[src/rtl/bqc_pkg.sv]
// Shared types, constants and helper functions for the biquad cascade.
package bqc_pkg;

  localparam int BQC_MAX_STAGES = 8;
  localparam int BQC_NUM_COEFS  = 6;
  localparam int BQC_FRAC_SHIFT = 28;
  localparam int BQC_ACC_W      = 40;
  localparam int BQC_DEN_W      = 35;

  typedef enum logic [1:0] {
    OP_FILTER = 2'd0,
    OP_PRESET = 2'd1,
    OP_COEF   = 2'd2,
    OP_NONE   = 2'd3
  } bqc_op_t;

  typedef enum logic [2:0] {
    COEF_A0 = 3'd0,
    COEF_A1 = 3'd1,
    COEF_A2 = 3'd2,
    COEF_B0 = 3'd3,
    COEF_B1 = 3'd4,
    COEF_B2 = 3'd5
  } bqc_coef_sel_t;

  // Handoff from one section to the next; go is a one-cycle pulse.
  typedef struct packed {
    logic               go;
    logic signed [31:0] y;
    logic               ovf;
    logic               fault;
  } bqc_link_t;

  typedef struct packed {
    logic                         start;
    logic signed [63:0]           num;
    logic signed [BQC_DEN_W-1:0]  den;
  } bqc_div_req_t;

  typedef struct packed {
    logic               done;
    logic signed [31:0] q;
    logic               ovf;
  } bqc_div_rsp_t;

  // Saturates a wide sum to 32 bits; the top bit of the result flags saturation.
  function automatic logic [32:0] bqc_sat(input logic signed [BQC_ACC_W-1:0] v);
    logic [32:0] r;
    if (v > BQC_ACC_W'(signed'(32'h7FFF_FFFF))) begin
      r = {1'b1, 32'h7FFF_FFFF};
    end else if (v < BQC_ACC_W'(signed'(32'h8000_0000))) begin
      r = {1'b1, 32'h8000_0000};
    end else begin
      r = {1'b0, v[31:0]};
    end
    return r;
  endfunction

  // Floor-shifts a Q8.24 x Q4.28 product back to Q8.24, cut down to the sum width.
  function automatic logic signed [BQC_ACC_W-1:0] bqc_scale(input logic signed [63:0] p);
    logic signed [63:0] s;
    s = p >>> BQC_FRAC_SHIFT;
    return s[BQC_ACC_W-1:0];
  endfunction

endpackage

[src/rtl/bqc_cell.sv]
// One second-order section: its coefficients, delay pair and a sequenced multiply-accumulate.
module bqc_cell (
  input  logic                  clk,
  input  logic                  rst_n,
  input  logic                  enable,
  input  bqc_pkg::bqc_op_t      op,
  input  bqc_pkg::bqc_link_t    link_i,
  output bqc_pkg::bqc_link_t    link_o,
  input  logic                  coef_we,
  input  logic [2:0]            coef_sel,
  input  logic signed [31:0]    coef_val,
  output bqc_pkg::bqc_div_req_t div_req,
  input  bqc_pkg::bqc_div_rsp_t div_rsp
);
  import bqc_pkg::*;

  logic signed [31:0]          coef_r [BQC_NUM_COEFS];
  logic signed [31:0]          m0_r, m0_nxt, m1_r, m1_nxt;
  logic signed [63:0]          prod_r, prod_nxt;
  logic signed [BQC_ACC_W-1:0] acc_r, acc_nxt;
  logic signed [31:0]          w_r, w_nxt;
  logic signed [31:0]          x_r, x_nxt;
  logic                        busy_r, busy_nxt;
  logic                        dwait_r, dwait_nxt;
  logic [2:0]                  ph_r, ph_nxt;
  bqc_link_t                   out_r, out_nxt;

  logic signed [31:0]          opa, opb;
  logic signed [BQC_ACC_W-1:0] sh;
  logic signed [BQC_DEN_W-1:0] den;
  logic [32:0]                 sat;
  logic                        preset;

  assign preset = (op == OP_PRESET);
  assign sh     = bqc_scale(prod_r);
  assign den    = BQC_DEN_W'(coef_r[COEF_A1]) + BQC_DEN_W'(coef_r[COEF_A2])
                + (BQC_DEN_W'(1) <<< BQC_FRAC_SHIFT);

  always_comb begin
    case (ph_r)
      3'd0:    begin opa = x_r; opb = coef_r[COEF_A0]; end
      3'd1:    begin opa = m0_r; opb = coef_r[COEF_A1]; end
      3'd2:    begin opa = m1_r; opb = coef_r[COEF_A2]; end
      3'd4:    begin opa = w_r; opb = coef_r[COEF_B0]; end
      3'd5:    begin opa = preset ? w_r : m0_r; opb = coef_r[COEF_B1]; end
      3'd6:    begin opa = preset ? w_r : m1_r; opb = coef_r[COEF_B2]; end
      default: begin opa = '0; opb = '0; end
    endcase
  end

  always_comb begin
    m0_nxt    = m0_r;
    m1_nxt    = m1_r;
    prod_nxt  = 64'(opa) * 64'(opb);
    acc_nxt   = acc_r;
    w_nxt     = w_r;
    x_nxt     = x_r;
    busy_nxt  = busy_r;
    dwait_nxt = dwait_r;
    ph_nxt    = ph_r;
    out_nxt   = out_r;
    out_nxt.go = 1'b0;
    div_req   = '0;
    sat       = '0;

    if (link_i.go && enable) begin
      busy_nxt      = 1'b1;
      ph_nxt        = 3'd0;
      x_nxt         = link_i.y;
      out_nxt.ovf   = link_i.ovf;
      out_nxt.fault = link_i.fault;
    end else if (busy_r && dwait_r) begin
      if (div_rsp.done) begin
        dwait_nxt   = 1'b0;
        w_nxt       = div_rsp.q;
        out_nxt.ovf = out_r.ovf | div_rsp.ovf;
        ph_nxt      = 3'd4;
      end
    end else if (busy_r) begin
      ph_nxt = ph_r + 3'd1;
      case (ph_r)
        3'd1: begin
          if (preset) begin
            if (den == '0) begin
              out_nxt.fault = 1'b1;
              w_nxt         = '0;
              ph_nxt        = 3'd4;
            end else begin
              div_req.start = 1'b1;
              div_req.num   = prod_r;
              div_req.den   = den;
              dwait_nxt     = 1'b1;
              ph_nxt        = ph_r;
            end
          end else begin
            acc_nxt = sh;
          end
        end
        3'd2: acc_nxt = acc_r - sh;
        3'd3: begin
          sat         = bqc_sat(acc_r - sh);
          w_nxt       = sat[31:0];
          out_nxt.ovf = out_r.ovf | sat[32];
        end
        3'd5: acc_nxt = sh;
        3'd6: acc_nxt = acc_r + sh;
        3'd7: begin
          sat         = bqc_sat(acc_r + sh);
          out_nxt.y   = sat[31:0];
          out_nxt.ovf = out_r.ovf | sat[32];
          out_nxt.go  = 1'b1;
          busy_nxt    = 1'b0;
          m0_nxt      = w_r;
          m1_nxt      = preset ? w_r : m0_r;
        end
        default: ;
      endcase
    end
  end

  always_ff @(posedge clk) begin
    if (!rst_n) begin
      for (int i = 0; i < BQC_NUM_COEFS; i++) coef_r[i] <= '0;
      m0_r    <= '0;
      m1_r    <= '0;
      busy_r  <= 1'b0;
      dwait_r <= 1'b0;
      out_r   <= '0;
    end else begin
      if (coef_we) coef_r[coef_sel] <= coef_val;
      m0_r    <= m0_nxt;
      m1_r    <= m1_nxt;
      busy_r  <= busy_nxt;
      dwait_r <= dwait_nxt;
      out_r   <= out_nxt;
    end
    prod_r <= prod_nxt;
    acc_r  <= acc_nxt;
    w_r    <= w_nxt;
    x_r    <= x_nxt;
    ph_r   <= ph_nxt;
  end

  assign link_o = out_r;

`ifndef SYNTHESIS
  a_wait_busy: assert property (@(posedge clk) disable iff (!rst_n)
    dwait_r |-> busy_r) else $error("divider wait outside a busy section");
  a_go_ends: assert property (@(posedge clk) disable iff (!rst_n)
    out_r.go |-> !busy_r) else $error("section handed off while still busy");
  a_no_overlap: assert property (@(posedge clk) disable iff (!rst_n)
    busy_r |-> !(link_i.go && enable)) else $error("section restarted while busy");
`endif

endmodule

[config.mk]
export PLATFORM = sky130hd
export DESIGN_NAME = bqc_cell
export DESIGN_NICKNAME = d
export VERILOG_FILES = /design/src/rtl/bqc_pkg.sv /design/src/rtl/bqc_cell.sv
export SDC_FILE = /design/constraint.sdc
export NUM_CORES = 2
export LEC_CHECK = 0
export ABC_AREA = 0
export BUFFER_PORTS_ARGS = -buffer_cell sky130_fd_sc_hd__buf_2
export CAP_MARGIN = 0
export CORE_UTILIZATION = 59
export DETAILED_ROUTE_END_ITERATION = 10
export PLACE_DENSITY = 0.8
export SLEW_MARGIN = 20
export SYNTH_ARGS = -nofsm -noshare
export SYNTH_HDL_FRONTEND = slang
export SYNTH_SLANG_ARGS = --single-unit
[constraint.sdc]
create_clock -name clk -period 10.2 [get_ports clk]
set_input_delay 1.02 -clock clk [delete_from_list [all_inputs] [get_ports clk]]
set_output_delay 1.02 -clock clk [all_outputs]
set_load 0.01 [all_outputs]
== Word level (Yosys, flattened, before mapping) ==
Memory sizes are Yosys's and may differ from the RTL's.
Index checks and enable logic that the tools add are counted.
Operators by class
  add/subtract/negate cells: 5
  $mul: 1
  magnitude comparators: 4
  equality and inequality tests: 16
  multiplexer cells: 63
  bitwise gates (word level): 7
  reduce and logical (&&, ||, !) cells: 24
Operators with widths (number)
  100-bit 2-to-1 mux: 6
  33-bit 2-to-1 mux: 13
  32-bit case mux with 6 select lines: 2
  32-bit 2-to-1 mux: 8
  40-bit case mux with 4 select lines: 1
  40-bit by 32-bit greater-than comparator with 1-bit output (second input constant): 2
  40-bit by 32-bit < comparator with 1-bit output (second input constant): 2
  32-bit by 32-bit multiplier with 64-bit output: 1
  32-bit case mux with 2 select lines: 1
  40-bit by 36-bit adder with 40-bit output: 1
  40-bit 2-to-1 mux: 1
  40-bit by 36-bit subtractor with 40-bit output: 1
  35-bit logical NOT: 1
  33-bit by 30-bit adder with 34-bit output (second input constant): 1
  32-bit by 32-bit adder with 33-bit output: 1
  32-bit OR reduction: 1
  1-bit 2-to-1 mux: 21
  3-bit 2-to-1 mux: 7
  2-bit nonzero test: 7
  3-bit equality test (second input constant): 4
  6-bit AND reduction: 2
  5-bit AND reduction: 2
  3-bit inequality test (second input constant): 3
  2-bit inequality test (second input constant): 4
  other kinds (16): 27
Storage, ports and cells
  flip-flop bits (word level): 272
  bits in writable memories: 192
  input port bits: 110
  output and inout bits: 135
  memories kept: 1
Memories
  coef_r: words 6, bits a word 32, read ports 6, clocked after memory_dff 0, wr ports 6, line bqc_cell.sv:17  | logic signed [31:0] coef_r [BQC_NUM_COEFS];

== Longest topological paths before layout ==
  word-level depth: 13
  mapped depth: 42
  mapped depth without buffers: 36

== Worst setup path before layout ==
No wires, ideal clock.
  kind: flip-flop to flip-flop
  start: reg ph_r[2]
  end: reg prod_r[63]
  setup time: 72 ps
  data arrival time: 9898 ps
  required time: 10128 ps
  path slack: 230 ps
  stages on the path, launching flop included: 34
  period minus slack after synthesis: 9970 ps
  path through: dfxtp_1 buf_2 buf_2 buf_1 clkbuf_1 mux2_2 a222oi_1 nor2_1 nand2_1 inv_1 fa_1 fa_1 fa_1 inv_1 fa_1 inv_1 fa_1 fa_1 inv_1 fa_1 inv_1 fa_1 ha_1 a21oi_1 o21ai_0 a311o_1 a21o_1 a21oi_1 nor2_1 o21ai_0 nand3b_1 a41o_1 a21oi_1 xnor2_1
Between the ends
  word-level cells in the longest chain between the ends: 3
Ends and longest elaborated chain
  start: declaration: line bqc_cell.sv:25  | logic [2:0] ph_r, ph_nxt;
  start signal: assignment: line bqc_cell.sv:141  | ph_r <= ph_nxt;
  3-bit equality test, or another cell as far along: line bqc_cell.sv:40  | case (ph_r)
  32-bit case mux with 6 select lines: line bqc_cell.sv:40
  32-bit by 32-bit multiplier with 64-bit output (*): line bqc_cell.sv:54  | prod_nxt = 64'(opa) * 64'(opb);
  named net prod_nxt[63]: line bqc_cell.sv:19  | logic signed [63:0] prod_r, prod_nxt;
  end signal: assignment: line bqc_cell.sv:137  | prod_r <= prod_nxt;
  end: declaration: line bqc_cell.sv:19
Mark *: on every way through the listed nets, which the timed path passes. The rest lies on a longest branch.
A chain may end at the register's enable or synchronous reset.

== Worst setup path after layout ==
  start: reg ph_r[1]
  end: reg prod_r[63]
Same word-level chain as after synthesis.

==> results.json <==
{
  "worst_pin_slew_ps": 1100,
  "r2r_setup_slack_ps": 210,
  "relSlewSlack_pct": 27.0,
  "holdPathEnd": "link_o[2]$_SDFFE_PN0P_",
  "status": "finished, final reports clean",
  "clock_path_buffers": 3,
  "synth_seq_cells": 464,
  "post-synth-top-area-fraction_pct": 34.3,
  "hold_viol": 0,
  "critPathMaxFanout": 10,
  "initial_utilization_pct": 59.8,
  "io_pins": 245,
  "via_count": 52200,
  "syn_inst": 6894,
  "netlist_area_um2": 63300,
  "final_common_cell": "inv_1",
  "startpoint": "ph_r[1]$_SDFFE_PP0P_",
  "fp.dieW_um": 330,
  "timing.rr.start": "ph_r[1]$_SDFFE_PP0P_",
  "grt_pass1_vias": 53700,
  "hp-class": "flop to flop",
  "coreArea_um2": 106000,
  "ys_top_cells_by_area": "fa_1 34%, edfxtp_1 14%, inv_1 6.8%, ha_1 6.6%, dfxtp_1 5.3%",
  "worstPathArrival_ps": 10480,
  "hold_depth": 2,
  "cts_sinks": 464,
  "syn_to_final_growth_pct": 9.30,
  "path_class": "flop to flop",
  "grt_first_pass_wirelength_um": 322000,
  "fin_crit_ps": 9990,
  "avgSynthCellArea_um2": 9.19,
  "critical_path.slowest_cell": "a221oi_1",
  "rsz0062_at_grt": "no",
  "hpwl_um": 171000,
  "track_usage_pct": 39.6,
  "grt_max_degree": 102,
  "antenna_left": 0,
  "rows": 119,
  "layout_common_cells": "1152 x inv_1, 1084 x fa_1, 803 x nand2_1",
  "clk_pin_slew_ps": 70,
  "insertion_delay_ps": 630,
  "hp-start": "link_o[2]$_SDFFE_PN0P_",
  "fmax_mhz": 100,
  "worstRegToRegCells": 31,
  "routed_wl_um": 212000,
  "antenna_found_initial": 6,
  "cts_root_buf": "clkbuf_16",
  "dpl_cell_area_um2": 67500,
  "holdBufCountCts": 0,
  "wl_per_cell_um": 24.8,
  "r2r_end": "prod_r[63]$_DFF_P_",
  "numCtsBuffers": 48,
  "nFillCells": 8432,
  "cp_slowest_stage_delay_ps": 970,
  "min_period_over_period_pct": 98.0,
  "clock_skew_ps": 34.4,
  "crit_path_end_kind": "flop",
  "gp_congestion": 1.05,
  "viasPerCell": 6.12,
  "synth_nets": 8421,
  "synth-edff-count": 296,
  "grt.overflow.total": 0,
  "fin_nets": 8628,
  "final_area_um2": 69200,
  "drt-initial-drc-count": 5928,
  "yosys.area.top_type": "fa_1",
  "fp.dieH_um": 330,
  "firstDrtPassIters": 9,
  "async_flop_share_pct": 0,
  "layout-drive-gt1-share_pct": 12.4,
  "critPathLaunchType": "flop",
  "setup_viol": 0,
  "dieArea_um2": 109000,
  "maxCapViolCount": 0,
  "htree_levels": 2,
  "cp_common_cell": "fa_1",
  "ys.flop_type": "edfxtp_1",
  "synthDistinctLibCells": 104,
  "ys_seq_area_share_pct": 19.3,
  "drc_errors": 0,
  "slew_violations": 0,
  "yosys_warnings": 0,
  "crit_required_ps": 10680,
  "port_buffers": 244,
  "cts_tree": "yes"
}
cells by family (layout without fill, tap and decap cells):
family | Yosys count | count (layout) | share of synthesized area, %
muxes | 115 | 115 | 2.01
AOI/OAI and AO/OA | 1008 | 1008 | 11.2
adders and majority gates | 1417 | 1417 | 40.9
DFF | 464 | 464 | 19.3
xor gates and xnor gates | 178 | 178 | 2.46
other | 0 | 2 | 0
buffers and inverters | 1561 | 1806 | 9.38
and+or+nand+nor | 2151 | 2151 | 14.7
cells in the mapped netlist (all sizes together), types with 39 or more instances:
library cell / number
xnor2: 134
o221ai: 39
nor2: 811
nand2b: 83
xor2: 44
dfxtp: 168
edfxtp: 296
fa: 1085
o21ai: 148
nor3: 115
buf: 71
mux2: 96
a21boi: 44
clkbuf: 335
inv: 1154
nand3: 45
nand2: 807
ha: 332
a21oi: 313
nor2b: 47
a21o: 47
and2: 95
a222oi: 53
a31oi: 40
sequential cells by signal (all words and copies together), names as in the netlist:
signal / flops
m1_r: 32
ph_r: 3
prod_r: 64
acc_r: 40
m0_r: 32
x_r: 32
w_r: 32
coef_r: 192
busy_r: 1
link_o: 35
dwait_r: 1
layer usage:
| metal | track usage (%) | vias up | wire, µm |
|---|---|---|---|
| li1 | - | 22400 | - |
| met5 | 0 | - | 66 |
| met3 | 8.53 | 735 | 21700 |
| met4 | 22.6 | 8 | 15100 |
| met1 | 50.8 | 26100 | 78200 |
| met2 | 62.6 | 2987 | 96700 |
per-stage QoR:
| step | hold WS (ps) | util, % | setup slack, ps | TNS [ps] | std cells |
|---|---|---|---|---|---|
| after floorplan | 457 | - | 230 | 0 | 6894 |
| after global routing | 494 | 65.4 | 15.9 | 0 | 8530 |
| after global placement | 449 | 63.8 | -65.0 | -152 | 8436 |
| after detailed placement | 459 | 63.8 | 169 | 0 | 8437 |
| after CTS | 469 | 65.3 | 271 | 0 | 8525 |
| final | 470 | 65.4 | 207 | 0 | 8532 |
area by class of cell:
| class | count | area (µm²) | area share, % |
|---|---|---|---|
| Clock buffer | 58 | 1310 | 1.89 |
| Multi-Input combinational cell | 4869 | 45400 | 65.7 |
| Timing Repair Buffer | 563 | 3830 | 5.54 |
| Antenna cell | 2 | 5.00 | 0.00723 |
| Inverter | 1155 | 4340 | 6.26 |
| Tap cell | 1391 | 1740 | 2.51 |
| Clock inverter | 30 | 290 | 0.419 |
| Sequential cell | 464 | 12300 | 17.7 |
what timing repair did:
item | 4_1_cts | 5_1_grt
hold endpoints to repair | 0 | 0
setup endpoints to repair | 0 | 6
resized for setup | 0 | 14
setup buffers | 0 | 5
worst max path at each step:
| stage | end | slack (ps) |
|---|---|---|
| after global placement | prod_r[60]$_DFF_P_ | -60 |
| after detailed placement | prod_r[61]$_DFF_P_ | 170 |
| after global routing | prod_r[60]$_DFF_P_ | 20 |
| after CTS | prod_r[61]$_DFF_P_ | 270 |
| after floorplan | prod_r[63]$_DFF_P_ | 230 |
| final | prod_r[63]$_DFF_P_ | 210 |
critical path, delay by kind of cell (launching register included):
family,cells,cell delay [ps]
compound gates,6,1790
fa+ha+maj,10,4480
xor+xnor,1,140
flops,1,460
buf+inv,6,770
simple gates,8,2190
Power is not shown: default switching activity piles up to over one toggle a cycle in this logic, so the estimate is an artifact.
