## src/rtl/bqc_pkg.sv

```systemverilog
// Shared types, constants and helper functions for the biquad cascade.
package bqc_pkg;

  localparam int BQC_MAX_STAGES = 8;
  localparam int BQC_NUM_COEFS  = 6;
  localparam int BQC_FRAC_SHIFT = 28;
  localparam int BQC_ACC_W      = 40;
  localparam int BQC_DEN_W      = 35;

  typedef enum logic [1:0] {
    OP_FILTER = 2'd0,
    OP_PRESET = 2'd1,
    OP_COEF   = 2'd2,
    OP_NONE   = 2'd3
  } bqc_op_t;

  typedef enum logic [2:0] {
    COEF_A0 = 3'd0,
    COEF_A1 = 3'd1,
    COEF_A2 = 3'd2,
    COEF_B0 = 3'd3,
    COEF_B1 = 3'd4,
    COEF_B2 = 3'd5
  } bqc_coef_sel_t;

  // Handoff from one section to the next; go is a one-cycle pulse.
  typedef struct packed {
    logic               go;
    logic signed [31:0] y;
    logic               ovf;
    logic               fault;
  } bqc_link_t;

  typedef struct packed {
    logic                         start;
    logic signed [63:0]           num;
    logic signed [BQC_DEN_W-1:0]  den;
  } bqc_div_req_t;

  typedef struct packed {
    logic               done;
    logic signed [31:0] q;
    logic               ovf;
  } bqc_div_rsp_t;

  // Saturates a wide sum to 32 bits; the top bit of the result flags saturation.
  function automatic logic [32:0] bqc_sat(input logic signed [BQC_ACC_W-1:0] v);
    logic [32:0] r;
    if (v > BQC_ACC_W'(signed'(32'h7FFF_FFFF))) begin
      r = {1'b1, 32'h7FFF_FFFF};
    end else if (v < BQC_ACC_W'(signed'(32'h8000_0000))) begin
      r = {1'b1, 32'h8000_0000};
    end else begin
      r = {1'b0, v[31:0]};
    end
    return r;
  endfunction

  // Floor-shifts a Q8.24 x Q4.28 product back to Q8.24, cut down to the sum width.
  function automatic logic signed [BQC_ACC_W-1:0] bqc_scale(input logic signed [63:0] p);
    logic signed [63:0] s;
    s = p >>> BQC_FRAC_SHIFT;
    return s[BQC_ACC_W-1:0];
  endfunction

endpackage

```

## src/rtl/bqc_div.sv

```systemverilog
// Shared radix-2 restoring divider for the preset path, one quotient bit per cycle.
module bqc_div (
  input  logic                  clk,
  input  logic                  rst_n,
  input  bqc_pkg::bqc_div_req_t req,
  output bqc_pkg::bqc_div_rsp_t rsp
);
  import bqc_pkg::*;

  logic                 busy_r, busy_nxt;
  logic [5:0]           cnt_r, cnt_nxt;
  logic [BQC_DEN_W-1:0] rem_r, rem_nxt;
  logic [63:0]          quo_r, quo_nxt;
  logic [BQC_DEN_W-2:0] dmag_r, dmag_nxt;
  logic                 neg_r, neg_nxt;
  bqc_div_rsp_t         rsp_r, rsp_nxt;

  logic [BQC_DEN_W-1:0] rem_sh;
  logic [BQC_DEN_W-1:0] rem_sub;
  logic                 fits;
  logic [63:0]          qfin;
  logic                 qovf;

  always_comb begin
    rem_sh  = {rem_r[BQC_DEN_W-2:0], quo_r[63]};
    rem_sub = rem_sh - {1'b0, dmag_r};
    fits    = (rem_sh >= {1'b0, dmag_r});
    qfin    = {quo_r[62:0], fits};
    qovf    = neg_r ? (qfin > 64'h0000_0000_8000_0000) : (qfin > 64'h0000_0000_7FFF_FFFF);

    busy_nxt = busy_r;
    cnt_nxt  = cnt_r;
    rem_nxt  = rem_r;
    quo_nxt  = quo_r;
    dmag_nxt = dmag_r;
    neg_nxt  = neg_r;
    rsp_nxt  = '0;

    if (req.start) begin
      busy_nxt = 1'b1;
      cnt_nxt  = '0;
      rem_nxt  = '0;
      quo_nxt  = req.num[63] ? 64'(-req.num) : req.num;
      dmag_nxt = req.den[BQC_DEN_W-1] ? (BQC_DEN_W-1)'(-req.den)
                                      : req.den[BQC_DEN_W-2:0];
      neg_nxt  = req.num[63] ^ req.den[BQC_DEN_W-1];
    end else if (busy_r) begin
      rem_nxt = fits ? rem_sub : rem_sh;
      quo_nxt = qfin;
      cnt_nxt = cnt_r + 6'd1;
      if (cnt_r == 6'd63) begin
        busy_nxt     = 1'b0;
        rsp_nxt.done = 1'b1;
        rsp_nxt.ovf  = qovf;
        if (qovf) begin
          rsp_nxt.q = neg_r ? 32'sh8000_0000 : 32'sh7FFF_FFFF;
        end else begin
          rsp_nxt.q = neg_r ? 32'(-qfin) : qfin[31:0];
        end
      end
    end
  end

  always_ff @(posedge clk) begin
    if (!rst_n) begin
      busy_r <= 1'b0;
      rsp_r  <= '0;
    end else begin
      busy_r <= busy_nxt;
      rsp_r  <= rsp_nxt;
    end
    cnt_r  <= cnt_nxt;
    rem_r  <= rem_nxt;
    quo_r  <= quo_nxt;
    dmag_r <= dmag_nxt;
    neg_r  <= neg_nxt;
  end

  assign rsp = rsp_r;

`ifndef SYNTHESIS
  a_no_restart: assert property (@(posedge clk) disable iff (!rst_n)
    busy_r |-> !req.start) else $error("divider restarted while busy");
  a_done_once: assert property (@(posedge clk) disable iff (!rst_n)
    rsp_r.done |=> !rsp_r.done) else $error("divider done held over two cycles");
  a_done_ends_busy: assert property (@(posedge clk) disable iff (!rst_n)
    rsp_r.done |-> !busy_r) else $error("divider done while still busy");
`endif

endmodule

```

## config.mk

```make
export PLATFORM = sky130hd
export DESIGN_NAME = bqc_div
export DESIGN_NICKNAME = d
export VERILOG_FILES = /design/src/rtl/bqc_pkg.sv /design/src/rtl/bqc_div.sv
export SDC_FILE = /design/constraint.sdc
export NUM_CORES = 1
export LEC_CHECK = 0
export ABC_CLOCK_PERIOD_IN_PS = 9490
export BUFFER_PORTS_ARGS = -buffer_cell sky130_fd_sc_hd__buf_2
export CORE_UTILIZATION = 45
export CTS_BUF_LIST = sky130_fd_sc_hd__clkbuf_2 sky130_fd_sc_hd__clkbuf_4 sky130_fd_sc_hd__clkbuf_8
export CTS_CLUSTER_SIZE = 14
export DETAILED_ROUTE_END_ITERATION = 6
export GPL_ROUTABILITY_DRIVEN = 0
export HOLD_SLACK_MARGIN = 0.1
export PLACE_DENSITY = 0.68
export SLEW_MARGIN = 5
export SYNTH_ARGS = -nofsm -noshare
export SYNTH_HDL_FRONTEND = slang
export SYNTH_SLANG_ARGS = --single-unit
```

## constraint.sdc

```tcl
create_clock -name clk -period 9.49 [get_ports clk]
set_input_delay 1.4235 -clock clk [delete_from_list [all_inputs] [get_ports clk]]
set_output_delay 1.4235 -clock clk [all_outputs]
set_load 0.1 [all_outputs]
```

# Yosys cells after proc, flatten, opt, wreduce, memory -nomap -nowiden
# Index checks and enable logic that the tools add are counted.
dict set report word_totals {
  register_bits 174
  in_bits 102
  out_inout_bits 34
  word_cells 38
}
dict set report op_classes {
  n_bitwise 4
  n_reduce_logical 3
  addsub 5
  magnitude_cmp 3
  mux 13
  eq_ne 1
}
# op count
set ops {}
lappend ops {{$mux W64} 3}
lappend ops {{$mux W34} 3}
lappend ops {{$mux W32} 3}
lappend ops {{$gt A64 B31 Y1 const B} 1}
lappend ops {{$gt A64 B32 Y1 const B} 1}
lappend ops {{$neg A64 Y64} 1}
lappend ops {{$ge A35 B34 Y1} 1}
lappend ops {{$neg A34 Y34} 1}
lappend ops {{$sub A34 B34 Y34} 1}
lappend ops {{$neg A32 Y32} 1}
lappend ops {{$add A6 B1 Y6 const B} 1}
lappend ops {{$eq A6 B6 Y1 const B} 1}
lappend ops {{$mux W1} 4}
lappend ops {{$reduce_or A4 Y1} 1}
lappend ops {{$not A1 Y1} 3}
lappend ops {{$reduce_or A3 Y1} 1}
lappend ops {{$reduce_bool A2 Y1} 1}
lappend ops {{$xor A1 B1 Y1} 1}

# Depth between registers and ports, before layout
# Gate-level depths: netlist of run 1.
dict set report depth {
  depth_word 5
  ltp_mapped 22
  depth_no_buf 18
}

# Least setup slack after synthesis of run 1
# OpenSTA, ideal clock, no wires.
dict set report synth_path {
  path_kind {register -> register}
  from {register dmag_r[17]}
  to {register rsp_r, in the netlist rsp[27]}
  stages_incl_launch_ff 21
  setup_slack_ps 5099
  arrival_time_ps 4321
  period_less_slack_ps 4391
  path_buffers 2
  required_time_ps 9419
  cell_sequence {edfxtp_1 > inv_1 > ha_1 > clkbuf_1 > a21o_1 > a31o_2 > a221oi_1 > o22a_1 > and4_1 > o21ai_2 > inv_2 > clkbuf_1 > ha_1 > nor2b_1 > nand4b_1 > nor3b_2 > nor4b_2 > nand2_1 > o311ai_0 > o21ai_0 > a21oi_1}
}
dict set report synth_between {
  elab_chain_len 4
  word_cells_on_any_way 7
  classes_between {add/sub (1); order compare (3); mux (3)}
}
# item line_no
set synth_rtl {}
lappend synth_rtl {{from (decl)} bqc_div.sv:14} ;# logic [BQC_DEN_W-2:0] dmag_r, dmag_nxt;
lappend synth_rtl {{from (signal assigned)} bqc_div.sv:75} ;# dmag_r <= dmag_nxt;
lappend synth_rtl {{$ge A35 B34 Y1 *} bqc_div.sv:27} ;# fits = (rem_sh >= {1'b0, dmag_r});
lappend synth_rtl {{$gt A64 B31 Y1 (tied with other cells)} bqc_div.sv:29} ;# qovf = neg_r ? (qfin > 64'h0000_0000_8000_0000) : (qfin > 64'h0000_0000_7FFF_FFFF);
lappend synth_rtl {{$mux W1 / $mux W32 (equally long branches)} {bqc_div.sv:29, bqc_div.sv:58}}
lappend synth_rtl {{$mux W32 *} bqc_div.sv:55} ;# if (qovf) begin
lappend synth_rtl {{to (signal assigned)} bqc_div.sv:70} ;# rsp_r <= rsp_nxt;
lappend synth_rtl {{to (decl)} bqc_div.sv:16} ;# bqc_div_rsp_t rsp_r, rsp_nxt;
# Mark *: on every way between the ends. The rest lies on a longest branch, timed or not.
# A chain may end at the register's enable or synchronous reset.

# Worst setup path in the final report of run 1
dict set report layout_path {
  from {register dmag_r[17]}
  to {register rsp_r, in the netlist rsp[22]}
}
# Same word-level chain as after synthesis.

==> run_summary.xml, run 1 <==
<?xml version="1.0" encoding="UTF-8"?>
<metrics>
  <group name="run_status">
    <metric name="status" unit="">finished, final reports clean</metric>
  </group>
  <group name="route">
    <metric name="drt.antenna.violating_nets" unit="">0</metric>
    <metric name="wl_per_cell" unit="microns">16.8</metric>
    <metric name="route.final.wire_length" unit="mm">29.7</metric>
    <metric name="drt_pre_antenna_iters" unit="">6</metric>
    <metric name="dr.first_iter.drc_count" unit="">871</metric>
    <metric name="num_vias" unit="">10400</metric>
    <metric name="drt_drc_violations_left" unit="">0</metric>
    <metric name="route.detailed.vias_per_inst" unit="">5.85</metric>
  </group>
  <group name="worst_setup_path">
    <metric name="critical_path_cell_count" unit="">17</metric>
    <metric name="critical_path.startpoint_type" unit="">register</metric>
    <metric name="critPathBufInv" unit="">2</metric>
    <metric name="path_cells" unit="">inv_1 -&gt; ha_1 -&gt; a21o_1 -&gt; a31o_2 -&gt; a221oi_1 -&gt; o22a_1 -&gt; and4_1 -&gt; o21ai_2 -&gt; inv_2 -&gt; ha_1 -&gt; nand2b_1 -&gt; nor4_1 -&gt; and4_1 -&gt; o21a_1 -&gt; nand2_1 -&gt; a311o_1 -&gt; a31oi_1</metric>
    <metric name="largest_stage_delay_on_the_critical_path" unit="ns">0.70</metric>
    <metric name="crit_path_top_delay_cell" unit="">sky130_fd_sc_hd__nand2_1</metric>
    <metric name="worstPathArrival" unit="ns">6.38</metric>
    <metric name="critPathRequiredTime" unit="ns">9.89</metric>
    <metric name="setup.worst_path.end_class" unit="">register</metric>
    <metric name="setup.worst_path.class" unit="">reg -&gt; reg</metric>
    <metric name="worst_path_dominant_cell_family" unit="">compound AO/OA/AOI/OAI gates</metric>
    <metric name="ff2ff_path_depth" unit="">17</metric>
    <metric name="critical_path.max_fanout" unit="">43</metric>
  </group>
  <group name="sta">
    <metric name="layout_setup_ws" unit="ns">3.51</metric>
    <metric name="final-max-slew-violation-count" unit="">0</metric>
    <metric name="setup_violations" unit="">0</metric>
    <metric name="setup_tns_final" unit="ns">0</metric>
    <metric name="hold_viol_final" unit="">0</metric>
    <metric name="tightest_slew" unit="ns">1.10</metric>
    <metric name="max_clock_freq" unit="MHz">167</metric>
    <metric name="fin_skew" unit="ns">0.0242</metric>
    <metric name="final.min_clock_period" unit="ns">5.98</metric>
    <metric name="rsz0062_at_grt" unit="">no</metric>
    <metric name="slew_headroom" unit="">0.268</metric>
    <metric name="period_share" unit="">0.630</metric>
  </group>
  <group name="grt">
    <metric name="antenna_found_initial" unit="">1</metric>
    <metric name="grt_pass1_vias" unit="">9444</metric>
    <metric name="largest_net_degree_at_the_start_of_global_routing" unit="">118</metric>
    <metric name="gr-usage-all-layers" unit="">0.225</metric>
    <metric name="grt_overflow_total" unit="">0</metric>
    <metric name="grt_pass1_wl" unit="mm">48.3</metric>
  </group>
  <group name="power_and_ir_drop">
    <metric name="totalPowerFinal" unit="mW">1.89</metric>
    <metric name="power_density" unit="mW/mm^2">147</metric>
    <metric name="irDropWorstVdd" unit="uV">78.0</metric>
    <metric name="power.leakage" unit="nW">4.93</metric>
  </group>
  <group name="job">
    <metric name="cap_violations" unit="">0</metric>
  </group>
  <group name="final_layout">
    <metric name="postLayoutCoreUtil" unit="">0.509</metric>
    <metric name="final_layout_size_suffix_gt1_frac" unit="">0.153</metric>
    <metric name="fill_cells" unit="">2430</metric>
    <metric name="finalNetCount" unit="">1565</metric>
    <metric name="area_growth" unit="%">10.3</metric>
  </group>
  <group name="synth">
    <metric name="post_synth_edffs" unit="">99</metric>
    <metric name="synth.top_cell.area_share" unit="">0.254</metric>
    <metric name="syn_avg_cell_area" unit="sq um">8.73</metric>
    <metric name="synth-seq-cells" unit="">174</metric>
    <metric name="post-synth-top-count-cell" unit="">sky130_fd_sc_hd__nor2_1</metric>
    <metric name="post_synth_instance_area" unit="sq mm">0.0117</metric>
    <metric name="async_flop_share" unit="">0</metric>
    <metric name="yosys_most_used_dff" unit="">sky130_fd_sc_hd__edfxtp_1</metric>
    <metric name="syn-num-nets" unit="">1479</metric>
    <metric name="synth_cells" unit="">1338</metric>
    <metric name="yosysSeqAreaShare" unit="">0.383</metric>
    <metric name="synthesis.yosys.warnings" unit="">0</metric>
    <metric name="post_synth_num_cell_types" unit="">81</metric>
    <metric name="post_synth_main_area_contributors" unit="">sky130_fd_sc_hd__edfxtp_1, sky130_fd_sc_hd__dfxtp_1, sky130_fd_sc_hd__xor2_1</metric>
    <metric name="synth_top_cell_by_area" unit="">sky130_fd_sc_hd__edfxtp_1</metric>
    <metric name="synth_common_cells" unit="">sky130_fd_sc_hd__nor2_1, sky130_fd_sc_hd__nand2_1, sky130_fd_sc_hd__a21oi_1</metric>
  </group>
  <group name="floorplanning">
    <metric name="core.rowCount" unit="">58</metric>
    <metric name="dieHeight" unit="microns">163</metric>
    <metric name="core" unit="sq mm">0.0253</metric>
    <metric name="num_io_pins" unit="">136</metric>
    <metric name="starting_utilization_of_the_core_area" unit="">0.461</metric>
    <metric name="floorplan.die.width" unit="microns">163</metric>
    <metric name="die_area" unit="sq mm">0.0266</metric>
  </group>
  <group name="clock_network">
    <metric name="cts_num_sinks" unit="">174</metric>
    <metric name="cts-hold-fix-buffers" unit="">0</metric>
    <metric name="cts_made_buffers" unit="">17</metric>
    <metric name="postCtsSetupRepairBufs" unit="">0</metric>
    <metric name="clock_tree.htree_level_count" unit="">4</metric>
    <metric name="ctsResizeCount" unit="">0</metric>
    <metric name="clk_pin_slew_worst_paths" unit="ns">0.10</metric>
    <metric name="worst_skew_pair_later_pin_latency" unit="ns">0.48</metric>
    <metric name="cts_tree" unit="">built</metric>
    <metric name="buffer_cell_driving_the_clock_tree_root" unit="">sky130_fd_sc_hd__clkbuf_8</metric>
    <metric name="clk_path_buf_depth" unit="">2</metric>
  </group>
  <group name="min_path">
    <metric name="hold_path.class" unit="">reg -&gt; reg</metric>
    <metric name="timing.hold.worst_path_depth" unit="">2</metric>
  </group>
  <group name="placed_design">
    <metric name="half_perimeter_wire_length_after_placement" unit="mm">21.4</metric>
    <metric name="place_ws" unit="ns">3.55</metric>
    <metric name="buffer_ports.inserted" unit="">135</metric>
  </group>
</metrics>
## power breakdown
part           internal, mW  leakage, nW  switching, mW
sequential            0.872         1.58         0.0591
clock                 0.203        0.202          0.315
combinational         0.172         3.15          0.268
## metal layers
metal  vias to the layer above  share of wire  global-route usage
li1                       5143              -                   -
met1                      4870           0.49               0.323
met2                       299           0.44               0.351
met3                        39          0.053              0.0356
met4                         0          0.014              0.0599
met5                         -              0                   0
## cell families after synthesis
logic type,after synthesis,synth area share
adders and majority gates,39,0.0424
muxes,6,0.00514
buffers and inverters,128,0.0455
xor gates and xnor gates,122,0.0915
AOI/OAI and AO/OA,365,0.205
DFF,174,0.383
and+or+nand+nor,504,0.227
## worst reg2reg max path, delay by kind of cell, from the launching register on
kind | cells | cell delay [ns]
compound gates | 8 | 2.60
fa+ha+maj | 2 | 0.73
buf+inv | 2 | 0.65
flops | 1 | 0.34
simple gates | 5 | 1.58
## cell type report
| type | instances | area (sq um) | area share |
|---|---|---|---|
| Sequential cell | 174 | 4480 | 0.347 |
| Inverter | 54 | 203 | 0.0157 |
| Clock inverter | 14 | 141 | 0.0110 |
| Clock buffer | 18 | 248 | 0.0192 |
| Multi-Input combinational cell | 1036 | 6680 | 0.518 |
| Tap cell | 330 | 413 | 0.0320 |
| Antenna cell | 1 | 2.50 | 0.000194 |
| Timing Repair Buffer | 141 | 727 | 0.0564 |
## per-stage QoR
| step | instances | area (sq um) | hold slack [ns] |
|---|---|---|---|
| global placement | 1735 | 12500 | 0.477 |
| detailed placement | 1735 | 12500 | 0.488 |
| global route | 1768 | 12900 | 0.529 |
| CTS | 1767 | 12900 | 0.503 |
| finish | 1768 | 12900 | 0.495 |
| floorplan | 1338 | 11700 | 0.456 |
## registers in the layout (all words and copies together) (netlist names)
register and count:
quo_r 64, dmag_r 34, rem_r 34, rsp 34
cnt_r 6, busy_r 1, neg_r 1
## layout by cell type, fill, tap and decap left out, types with 26 or more instances in the layout
| cell | count |
|---|---|
| sky130_fd_sc_hd__buf_2 | 134 |
| sky130_fd_sc_hd__edfxtp_1 | 99 |
| sky130_fd_sc_hd__xor2_1 | 74 |
| sky130_fd_sc_hd__nand2_1 | 124 |
| sky130_fd_sc_hd__nand3_1 | 39 |
| sky130_fd_sc_hd__inv_1 | 52 |
| sky130_fd_sc_hd__a21oi_1 | 107 |
| sky130_fd_sc_hd__o31ai_1 | 41 |
| sky130_fd_sc_hd__xnor2_1 | 48 |
| sky130_fd_sc_hd__dfxtp_1 | 74 |
| sky130_fd_sc_hd__ha_1 | 38 |
| sky130_fd_sc_hd__o21ai_0 | 69 |
| sky130_fd_sc_hd__nor2_1 | 150 |
| sky130_fd_sc_hd__a311oi_1 | 26 |
## path summary, 6_finish.rpt
path | startpoint | to | slack, ns
min | rem_r[5] | rem_r[6] | 0.50
min reg2reg | rem_r[5] | rem_r[6] | 0.50
max reg2reg | dmag_r[17] | rsp[22] | 3.51
max | dmag_r[17] | rsp[22] | 3.51
(Power assumes the default switching activity.)
==> inputs of run 2 (changes only) <==
--- a/config.mk
+++ b/config.mk
@@ -5,7 +5,8 @@
 export SDC_FILE = /design/constraint.sdc
 export NUM_CORES = 1
 export LEC_CHECK = 0
-export ABC_CLOCK_PERIOD_IN_PS = 9490
+export ABC_AREA = 1
+export ABC_CLOCK_PERIOD_IN_PS = 5700
 export BUFFER_PORTS_ARGS = -buffer_cell sky130_fd_sc_hd__buf_2
 export CORE_UTILIZATION = 45
 export CTS_BUF_LIST = sky130_fd_sc_hd__clkbuf_2 sky130_fd_sc_hd__clkbuf_4 sky130_fd_sc_hd__clkbuf_8
==> constraint.sdc (replaced) <==
create_clock -name clk -period 5.7 [get_ports clk]
set_input_delay 0.855 -clock clk [delete_from_list [all_inputs] [get_ports clk]]
set_output_delay 0.855 -clock clk [all_outputs]
set_load 0.1 [all_outputs]
==> run_summary.xml, run 2 <==
<?xml version="1.0" encoding="UTF-8"?>
<metrics>
  <group name="clock_network">
    <metric name="worst_skew_pair_later_pin_latency" unit="ns">0.50</metric>
    <metric name="cts_made_buffers" unit="">17</metric>
    <metric name="cts_num_sinks" unit="">174</metric>
    <metric name="ctsResizeCount" unit="">0</metric>
    <metric name="cts_tree" unit="">built</metric>
    <metric name="buffer_cell_driving_the_clock_tree_root" unit="">sky130_fd_sc_hd__clkbuf_8</metric>
    <metric name="postCtsSetupRepairBufs" unit="">0</metric>
    <metric name="clock_tree.htree_level_count" unit="">4</metric>
    <metric name="clk_path_buf_depth" unit="">2</metric>
    <metric name="clk_pin_slew_worst_paths" unit="ns">0.10</metric>
    <metric name="cts-hold-fix-buffers" unit="">0</metric>
  </group>
  <group name="worst_setup_path">
    <metric name="ff2ff_path_depth" unit="">23</metric>
    <metric name="rrSetupSlack" unit="ns">1.86</metric>
    <metric name="critPathRequiredTime" unit="ns">6.08</metric>
    <metric name="critical_path.reg2reg.startpoint" unit="">dmag_r[22]</metric>
    <metric name="critical_path.startpoint_type" unit="">register</metric>
    <metric name="reg2reg_to" unit="">rsp[26]</metric>
    <metric name="setup.worst_path.class" unit="">reg -&gt; reg</metric>
    <metric name="setup.worst_path.end_class" unit="">register</metric>
    <metric name="worstPathArrival" unit="ns">4.22</metric>
    <metric name="critical_path.max_fanout" unit="">34</metric>
  </group>
  <group name="sta">
    <metric name="setup_violations" unit="">0</metric>
    <metric name="layout_setup_ws" unit="ns">1.86</metric>
    <metric name="final.min_clock_period" unit="ns">3.84</metric>
    <metric name="rsz0062_at_grt" unit="">no</metric>
    <metric name="setup_tns_final" unit="ns">0</metric>
    <metric name="max_clock_freq" unit="MHz">261</metric>
    <metric name="final-max-slew-violation-count" unit="">0</metric>
    <metric name="hold_viol_final" unit="">0</metric>
    <metric name="period_share" unit="">0.673</metric>
    <metric name="tightest_slew" unit="ns">1.17</metric>
    <metric name="slew_headroom" unit="">0.220</metric>
    <metric name="fin_skew" unit="ns">0.0224</metric>
  </group>
  <group name="min_path">
    <metric name="worstHoldStart" unit="">rem_r[24]</metric>
    <metric name="timing.hold.worst_path_depth" unit="">2</metric>
    <metric name="hold_path.class" unit="">reg -&gt; reg</metric>
    <metric name="min_to" unit="">rem_r[24]</metric>
  </group>
  <group name="placed_design">
    <metric name="half_perimeter_wire_length_after_placement" unit="mm">26.4</metric>
    <metric name="postPlaceCellArea" unit="sq mm">0.0137</metric>
    <metric name="place_ws" unit="ns">1.92</metric>
    <metric name="buffer_ports.inserted" unit="">135</metric>
  </group>
  <group name="route">
    <metric name="route.detailed.vias_per_inst" unit="">5.33</metric>
    <metric name="drt_pre_antenna_iters" unit="">6</metric>
    <metric name="drt_drc_violations_left" unit="">0</metric>
    <metric name="dr.first_iter.drc_count" unit="">1127</metric>
    <metric name="drt.antenna.violating_nets" unit="">0</metric>
    <metric name="num_vias" unit="">12100</metric>
    <metric name="wl_per_cell" unit="microns">15.1</metric>
    <metric name="route.final.wire_length" unit="mm">34.4</metric>
  </group>
  <group name="final_layout">
    <metric name="fill_cells" unit="">2821</metric>
    <metric name="flip_flop_count_of_the_largest_register_all_copies_and_words_added" unit="">64</metric>
    <metric name="most_common_cell_after_layout_fill_and_taps_aside" unit="">sky130_fd_sc_hd__nand2_1</metric>
    <metric name="postLayoutCellArea" unit="sq mm">0.0141</metric>
    <metric name="multi_input_area" unit="sq mm">0.00717</metric>
    <metric name="antenna_cells" unit="">0</metric>
    <metric name="top_register" unit="">quo_r</metric>
    <metric name="most-common-layout-cells" unit="">sky130_fd_sc_hd__nand2_1, sky130_fd_sc_hd__nor2_1, sky130_fd_sc_hd__inv_1</metric>
    <metric name="register_area" unit="sq mm">0.00447</metric>
    <metric name="area_growth" unit="%">10.7</metric>
    <metric name="final_layout_size_suffix_gt1_frac" unit="">0.145</metric>
    <metric name="finalNetCount" unit="">2024</metric>
  </group>
  <group name="synth">
    <metric name="synth_top_cell_by_area" unit="">sky130_fd_sc_hd__edfxtp_1</metric>
    <metric name="syn_avg_cell_area" unit="sq um">7.17</metric>
    <metric name="post-synth-top-count-cell" unit="">sky130_fd_sc_hd__nand2_1</metric>
    <metric name="post_synth_num_cell_types" unit="">64</metric>
    <metric name="synth-seq-cells" unit="">174</metric>
    <metric name="post_synth_edffs" unit="">99</metric>
    <metric name="post_synth_instance_area" unit="sq mm">0.0127</metric>
    <metric name="synth_common_cells" unit="">sky130_fd_sc_hd__nand2_1, sky130_fd_sc_hd__nor2_1, sky130_fd_sc_hd__inv_1</metric>
    <metric name="yosysSeqAreaShare" unit="">0.352</metric>
    <metric name="syn-num-nets" unit="">1915</metric>
    <metric name="synth.top_cell.area_share" unit="">0.234</metric>
    <metric name="post_synth_main_area_contributors" unit="">sky130_fd_sc_hd__edfxtp_1, sky130_fd_sc_hd__nand2_1, sky130_fd_sc_hd__dfxtp_1</metric>
    <metric name="yosys_most_used_dff" unit="">sky130_fd_sc_hd__edfxtp_1</metric>
    <metric name="synthesis.yosys.warnings" unit="">0</metric>
    <metric name="async_flop_share" unit="">0</metric>
    <metric name="synth_cells" unit="">1773</metric>
  </group>
  <group name="floorplanning">
    <metric name="die_area" unit="sq mm">0.0289</metric>
    <metric name="core" unit="sq mm">0.0278</metric>
    <metric name="num_io_pins" unit="">136</metric>
    <metric name="starting_utilization_of_the_core_area" unit="">0.458</metric>
    <metric name="core.rowCount" unit="">61</metric>
    <metric name="floorplan.die.width" unit="microns">170</metric>
    <metric name="dieHeight" unit="microns">170</metric>
  </group>
  <group name="grt">
    <metric name="largest_net_degree_at_the_start_of_global_routing" unit="">87</metric>
    <metric name="grt_pass1_vias" unit="">11300</metric>
    <metric name="grt_overflow_total" unit="">0</metric>
    <metric name="gr-usage-all-layers" unit="">0.244</metric>
    <metric name="antenna_found_initial" unit="">0</metric>
    <metric name="grt_pass1_wl" unit="mm">56.3</metric>
  </group>
  <group name="power_and_ir_drop">
    <metric name="power_density" unit="mW/mm^2">213</metric>
    <metric name="power.leakage" unit="nW">6.34</metric>
    <metric name="irDropWorstVdd" unit="uV">112</metric>
  </group>
  <group name="run_status">
    <metric name="status" unit="">finished, final reports clean</metric>
  </group>
  <group name="job">
    <metric name="cap_violations" unit="">0</metric>
  </group>
</metrics>
[run 2: cell count changes after synthesis, moves of 35 or more]
| cell | delta |
|---|---|
| sky130_fd_sc_hd__nand2_1 | +312 |
| sky130_fd_sc_hd__nor2_1 | +66 |
| sky130_fd_sc_hd__a21oi_1 | -38 |
| sky130_fd_sc_hd__inv_1 | +137 |
| sky130_fd_sc_hd__nand3_1 | +50 |
| sky130_fd_sc_hd__o31ai_1 | -35 |
[run 2: critical path: stages (launching register included)]
cell                       delay (ns)
sky130_fd_sc_hd__edfxtp_1        0.38
sky130_fd_sc_hd__inv_1           0.07
sky130_fd_sc_hd__ha_1            0.29
sky130_fd_sc_hd__a21oi_2         0.19
sky130_fd_sc_hd__nand2_1         0.10
sky130_fd_sc_hd__nand2_1         0.11
sky130_fd_sc_hd__nand2_1         0.06
sky130_fd_sc_hd__nand2_1         0.09
sky130_fd_sc_hd__nand3_1         0.12
sky130_fd_sc_hd__a21oi_4         0.46
sky130_fd_sc_hd__ha_1            0.31
sky130_fd_sc_hd__nand3_2         0.13
sky130_fd_sc_hd__nor2_4          0.12
sky130_fd_sc_hd__nand4_1         0.10
sky130_fd_sc_hd__nand2_2         0.11
sky130_fd_sc_hd__nand2_2         0.09
sky130_fd_sc_hd__nand2_4         0.07
sky130_fd_sc_hd__nand2_4         0.11
sky130_fd_sc_hd__clkinv_2        0.36
sky130_fd_sc_hd__nand4_1         0.13
sky130_fd_sc_hd__nand2_1         0.11
sky130_fd_sc_hd__nand3_1         0.10
sky130_fd_sc_hd__nand2_1         0.09
sky130_fd_sc_hd__nor2_1          0.05
[run 2: logic make-up (layout without fill, tap and decap cells)]
family                     Yosys count  in the layout  synth area share
xor gates and xnor gates           111            111            0.0765
buffers and inverters              270            392            0.0839
DFF                                174            174             0.352
AOI/OAI and AO/OA                  275            275             0.132
and+or+nand+nor                    903            903             0.315
adders and majority gates           40             40            0.0400
[run 2: layer usage]
metal,vias up,wire (microns),GRT usage
met3,58,2100,0.0298
met4,0,793,0.0858
met1,5512,16100,0.340
met5,-,0,0
li1,6084,-,-
met2,464,15400,0.387
[run 2: cell type report]
type                            count  share of cell area
Clock inverter                     14              0.0118
Tap cell                          378              0.0336
Sequential cell                   174               0.318
Multi-Input combinational cell   1329               0.510
Timing Repair Buffer              141              0.0512
Inverter                          219              0.0585
Clock buffer                       18              0.0172
[run 2: metrics by stage]
stage | hold slack (ns) | utilization | std cells | power (mW)
6_report | 0.473 | 0.507 | 2273 | 2.99
4_1_cts | 0.473 | 0.507 | 2273 | 3.01
2_1_floorplan | 0.444 | - | 1773 | 1.89
3_3_place_gp | 0.461 | 0.492 | 2241 | 2.08
3_5_place_dp | 0.458 | 0.492 | 2241 | 2.09
5_1_grt | 0.500 | 0.507 | 2273 | 3.13
[run 2: how the worst max path moves through the flow]
stage	startpoint	endpoint	slack [ns]	cells after the start
final	dmag_r[22]	rsp[26]	1.86	23
after global routing	dmag_r[16]	rsp[26]	1.40	26
after CTS	dmag_r[22]	rsp[26]	1.92	23
after detailed placement	dmag_r[22]	rsp[26]	1.92	23
after global placement	dmag_r[19]	rsp[24]	1.95	24
after floorplan	req[99]	quo_r[0]	2.11	4
[run 2: power by group]
part           switching (mW)  total [mW]  internal, mW
registers              0.0747        1.51          1.43
clock network           0.528       0.919         0.392
logic                   0.375       0.565         0.190
==> inputs of run 3 (changes only) <==
--- a/config.mk
+++ b/config.mk
@@ -6,7 +6,7 @@
 export NUM_CORES = 1
 export LEC_CHECK = 0
 export ABC_AREA = 1
-export ABC_CLOCK_PERIOD_IN_PS = 5700
+export ABC_CLOCK_PERIOD_IN_PS = 3100
 export BUFFER_PORTS_ARGS = -buffer_cell sky130_fd_sc_hd__buf_2
 export CORE_UTILIZATION = 45
 export CTS_BUF_LIST = sky130_fd_sc_hd__clkbuf_2 sky130_fd_sc_hd__clkbuf_4 sky130_fd_sc_hd__clkbuf_8
@@ -14,7 +14,7 @@
 export DETAILED_ROUTE_END_ITERATION = 6
 export GPL_ROUTABILITY_DRIVEN = 0
 export HOLD_SLACK_MARGIN = 0.1
-export PLACE_DENSITY = 0.68
+export PLACE_DENSITY = 0.7
 export SLEW_MARGIN = 5
 export SYNTH_ARGS = -nofsm -noshare
 export SYNTH_HDL_FRONTEND = slang
==> constraint.sdc (replaced) <==
create_clock -name clk -period 3.1 [get_ports clk]
set_input_delay 0.465 -clock clk [delete_from_list [all_inputs] [get_ports clk]]
set_output_delay 0.465 -clock clk [all_outputs]
set_load 0.1 [all_outputs]
==> run_summary.xml, run 3 (same netlist as run 2, synthesis figures left out) <==
<?xml version="1.0" encoding="UTF-8"?>
<metrics>
  <group name="floorplanning">
    <metric name="dieHeight" unit="microns">170</metric>
    <metric name="num_io_pins" unit="">136</metric>
    <metric name="core" unit="sq mm">0.0278</metric>
    <metric name="die_area" unit="sq mm">0.0289</metric>
    <metric name="starting_utilization_of_the_core_area" unit="">0.458</metric>
    <metric name="core.rowCount" unit="">61</metric>
    <metric name="floorplan.die.width" unit="microns">170</metric>
  </group>
  <group name="route">
    <metric name="drt_pre_antenna_iters" unit="">7</metric>
    <metric name="num_vias" unit="">12400</metric>
    <metric name="route.final.wire_length" unit="mm">35.1</metric>
    <metric name="wl_per_cell" unit="microns">15.1</metric>
    <metric name="drt.antenna.violating_nets" unit="">0</metric>
    <metric name="drt_drc_violations_left" unit="">3</metric>
    <metric name="route.detailed.vias_per_inst" unit="">5.33</metric>
    <metric name="dr.first_iter.drc_count" unit="">1052</metric>
  </group>
  <group name="final_layout">
    <metric name="flip_flop_count_of_the_largest_register_all_copies_and_words_added" unit="">64</metric>
    <metric name="multi_input_area" unit="sq mm">0.00794</metric>
    <metric name="register_area" unit="sq mm">0.00448</metric>
    <metric name="finalNetCount" unit="">2077</metric>
    <metric name="final_layout_size_suffix_gt1_frac" unit="">0.229</metric>
    <metric name="fill_cells" unit="">2657</metric>
    <metric name="final_cell_count_no_fill" unit="">2326</metric>
    <metric name="most-common-layout-cells" unit="">sky130_fd_sc_hd__nand2_1, sky130_fd_sc_hd__nor2_1, sky130_fd_sc_hd__inv_1</metric>
    <metric name="most_common_cell_after_layout_fill_and_taps_aside" unit="">sky130_fd_sc_hd__nand2_1</metric>
    <metric name="top_register" unit="">quo_r</metric>
    <metric name="antenna_cells" unit="">0</metric>
    <metric name="area_growth" unit="%">20.1</metric>
  </group>
  <group name="worst_setup_path">
    <metric name="setup.worst_path.end_class" unit="">register</metric>
    <metric name="setup.worst_path.class" unit="">reg -&gt; reg</metric>
    <metric name="critical_path.startpoint_type" unit="">register</metric>
    <metric name="largest_stage_delay_on_the_critical_path" unit="ns">0.37</metric>
    <metric name="worst_path_dominant_cell_family" unit="">simple AND/OR/NAND/NOR gates</metric>
    <metric name="critPathBufInv" unit="">1</metric>
    <metric name="timing.critical_path.mode_cell" unit="">sky130_fd_sc_hd__nand2_1</metric>
    <metric name="crit_path_top_delay_cell" unit="">sky130_fd_sc_hd__edfxtp_1</metric>
    <metric name="critical_path.max_fanout" unit="">8</metric>
    <metric name="path_cells" unit="">inv_1 -&gt; ha_4 -&gt; a21oi_2 -&gt; nand2_1 -&gt; nand2_1 -&gt; nand2_1 -&gt; nand2_2 -&gt; nand3_4 -&gt; a21oi_4 -&gt; ha_4 -&gt; nand3_4 -&gt; nor2_4 -&gt; nand4_1 -&gt; nand2_2 -&gt; nand2_2 -&gt; nand2_4 -&gt; nand3_4 -&gt; o21ai_4 -&gt; nand2_1 -&gt; o21ai_1 -&gt; nor2_1</metric>
    <metric name="critPathRequiredTime" unit="ns">3.48</metric>
    <metric name="worstPathArrival" unit="ns">3.36</metric>
  </group>
  <group name="sta">
    <metric name="rsz0062_at_grt" unit="">yes</metric>
    <metric name="setup_violations" unit="">0</metric>
    <metric name="period_share" unit="">0.961</metric>
    <metric name="layout_setup_ws" unit="ns">0.121</metric>
    <metric name="final.min_clock_period" unit="ns">2.98</metric>
    <metric name="hold_viol_final" unit="">0</metric>
    <metric name="max_clock_freq" unit="MHz">336</metric>
    <metric name="fin_skew" unit="ns">0.0246</metric>
    <metric name="slew_headroom" unit="">0.382</metric>
    <metric name="tightest_slew" unit="ns">0.926</metric>
    <metric name="final-max-slew-violation-count" unit="">0</metric>
  </group>
  <group name="job">
    <metric name="cap_violations" unit="">0</metric>
  </group>
  <group name="power_and_ir_drop">
    <metric name="irDropWorstVdd" unit="uV">270</metric>
    <metric name="power_density" unit="mW/mm^2">370</metric>
    <metric name="power.leakage" unit="nW">6.64</metric>
    <metric name="totalPowerFinal" unit="mW">5.65</metric>
  </group>
  <group name="min_path">
    <metric name="hold_path.class" unit="">in -&gt; reg</metric>
  </group>
  <group name="placed_design">
    <metric name="place.detailed.instances" unit="">2279</metric>
    <metric name="place_ws" unit="ns">-0.0740</metric>
    <metric name="half_perimeter_wire_length_after_placement" unit="mm">26.1</metric>
    <metric name="buffer_ports.inserted" unit="">135</metric>
  </group>
  <group name="grt">
    <metric name="antenna_found_initial" unit="">0</metric>
    <metric name="grt_overflow_total" unit="">0</metric>
    <metric name="grt_pass1_wl" unit="mm">54.8</metric>
    <metric name="grt_pass1_vias" unit="">11200</metric>
    <metric name="gr-usage-all-layers" unit="">0.236</metric>
    <metric name="largest_net_degree_at_the_start_of_global_routing" unit="">93</metric>
  </group>
  <group name="clock_network">
    <metric name="clk_pin_slew_worst_paths" unit="ns">0.09</metric>
    <metric name="clock_tree.htree_level_count" unit="">4</metric>
    <metric name="cts_made_buffers" unit="">17</metric>
    <metric name="worst_skew_pair_later_pin_latency" unit="ns">0.49</metric>
    <metric name="clk_path_buf_depth" unit="">2</metric>
    <metric name="buffer_cell_driving_the_clock_tree_root" unit="">sky130_fd_sc_hd__clkbuf_8</metric>
    <metric name="cts_num_sinks" unit="">174</metric>
    <metric name="cts_tree" unit="">built</metric>
  </group>
  <group name="run_status">
    <metric name="status" unit="">finished with violations</metric>
    <metric name="failed_checks" unit="">DRC</metric>
  </group>
</metrics>
## run 3: cell count changes in the layout (fill, tap and decap cells not counted), moves of 35 or more
cell                      previous run  this run
sky130_fd_sc_hd__nand2_2             9        44
sky130_fd_sc_hd__ha_4                0        35
sky130_fd_sc_hd__ha_1               39         4
sky130_fd_sc_hd__buf_4               6        54
sky130_fd_sc_hd__nand2_1           436       393
## run 3: area by class of cell
cell class | instances | share of cell area
clock buffer | 19 | 0.0167
inverter | 219 | 0.0542
tap | 378 | 0.0310
multi-input combinational | 1329 | 0.520
timing repair buffer | 194 | 0.0756
clock inverter | 13 | 0.00967
sequential | 174 | 0.293
## run 3: worst paths after layout
kind / from / endpoint / slack, ns / cells past startpoint
worst max-delay path: dmag_r[6] / rsp[28] / 0.12 / 21
worst min-delay path: req[0] / dmag_r[0] / 0.20 / 1
worst min register to register: rem_r[28] / rem_r[28] / 0.50 / 2
worst max register to register: dmag_r[6] / rsp[28] / 0.12 / 21
## run 3: per-stage QoR
stage | cell area, sq um | hold WS (ns) | util | setup TNS (ns)
2_1_floorplan | 12700 | 0.444 | - | 0
5_1_grt | 15300 | 0.173 | 0.550 | -0.795
4_1_cts | 14400 | 0.176 | 0.518 | 0
3_5_place_dp | 14000 | 0.464 | 0.503 | -0.315
6_report | 15300 | 0.197 | 0.550 | 0
3_3_place_gp | 14000 | 0.458 | 0.503 | 0
## run 3: report_power, final
part           internal (mW)  switching, mW
logic                  0.469          0.771
registers               2.63          0.131
clock network          0.701          0.944
## run 3: routing by layer
| layer | share of wire | wire (microns) | global-route usage | up-vias |
|---|---|---|---|---|
| li1 | - | - | - | 6191 |
| met1 | 0.47 | 16500 | 0.331 | 5721 |
| met2 | 0.45 | 16000 | 0.375 | 411 |
| met3 | 0.053 | 1860 | 0.0305 | 64 |
| met4 | 0.022 | 780 | 0.0732 | 0 |
| met5 | 0 | 0 | 0 | - |
## run 3: what timing repair did
action / in CTS / in global routing
hold buffers: 0 / 0
pin swaps: 2 / 45
gates resized for setup: 5 / 154
buffers inserted: 0 / 15
endpoints found under the setup margin: 26 / 33
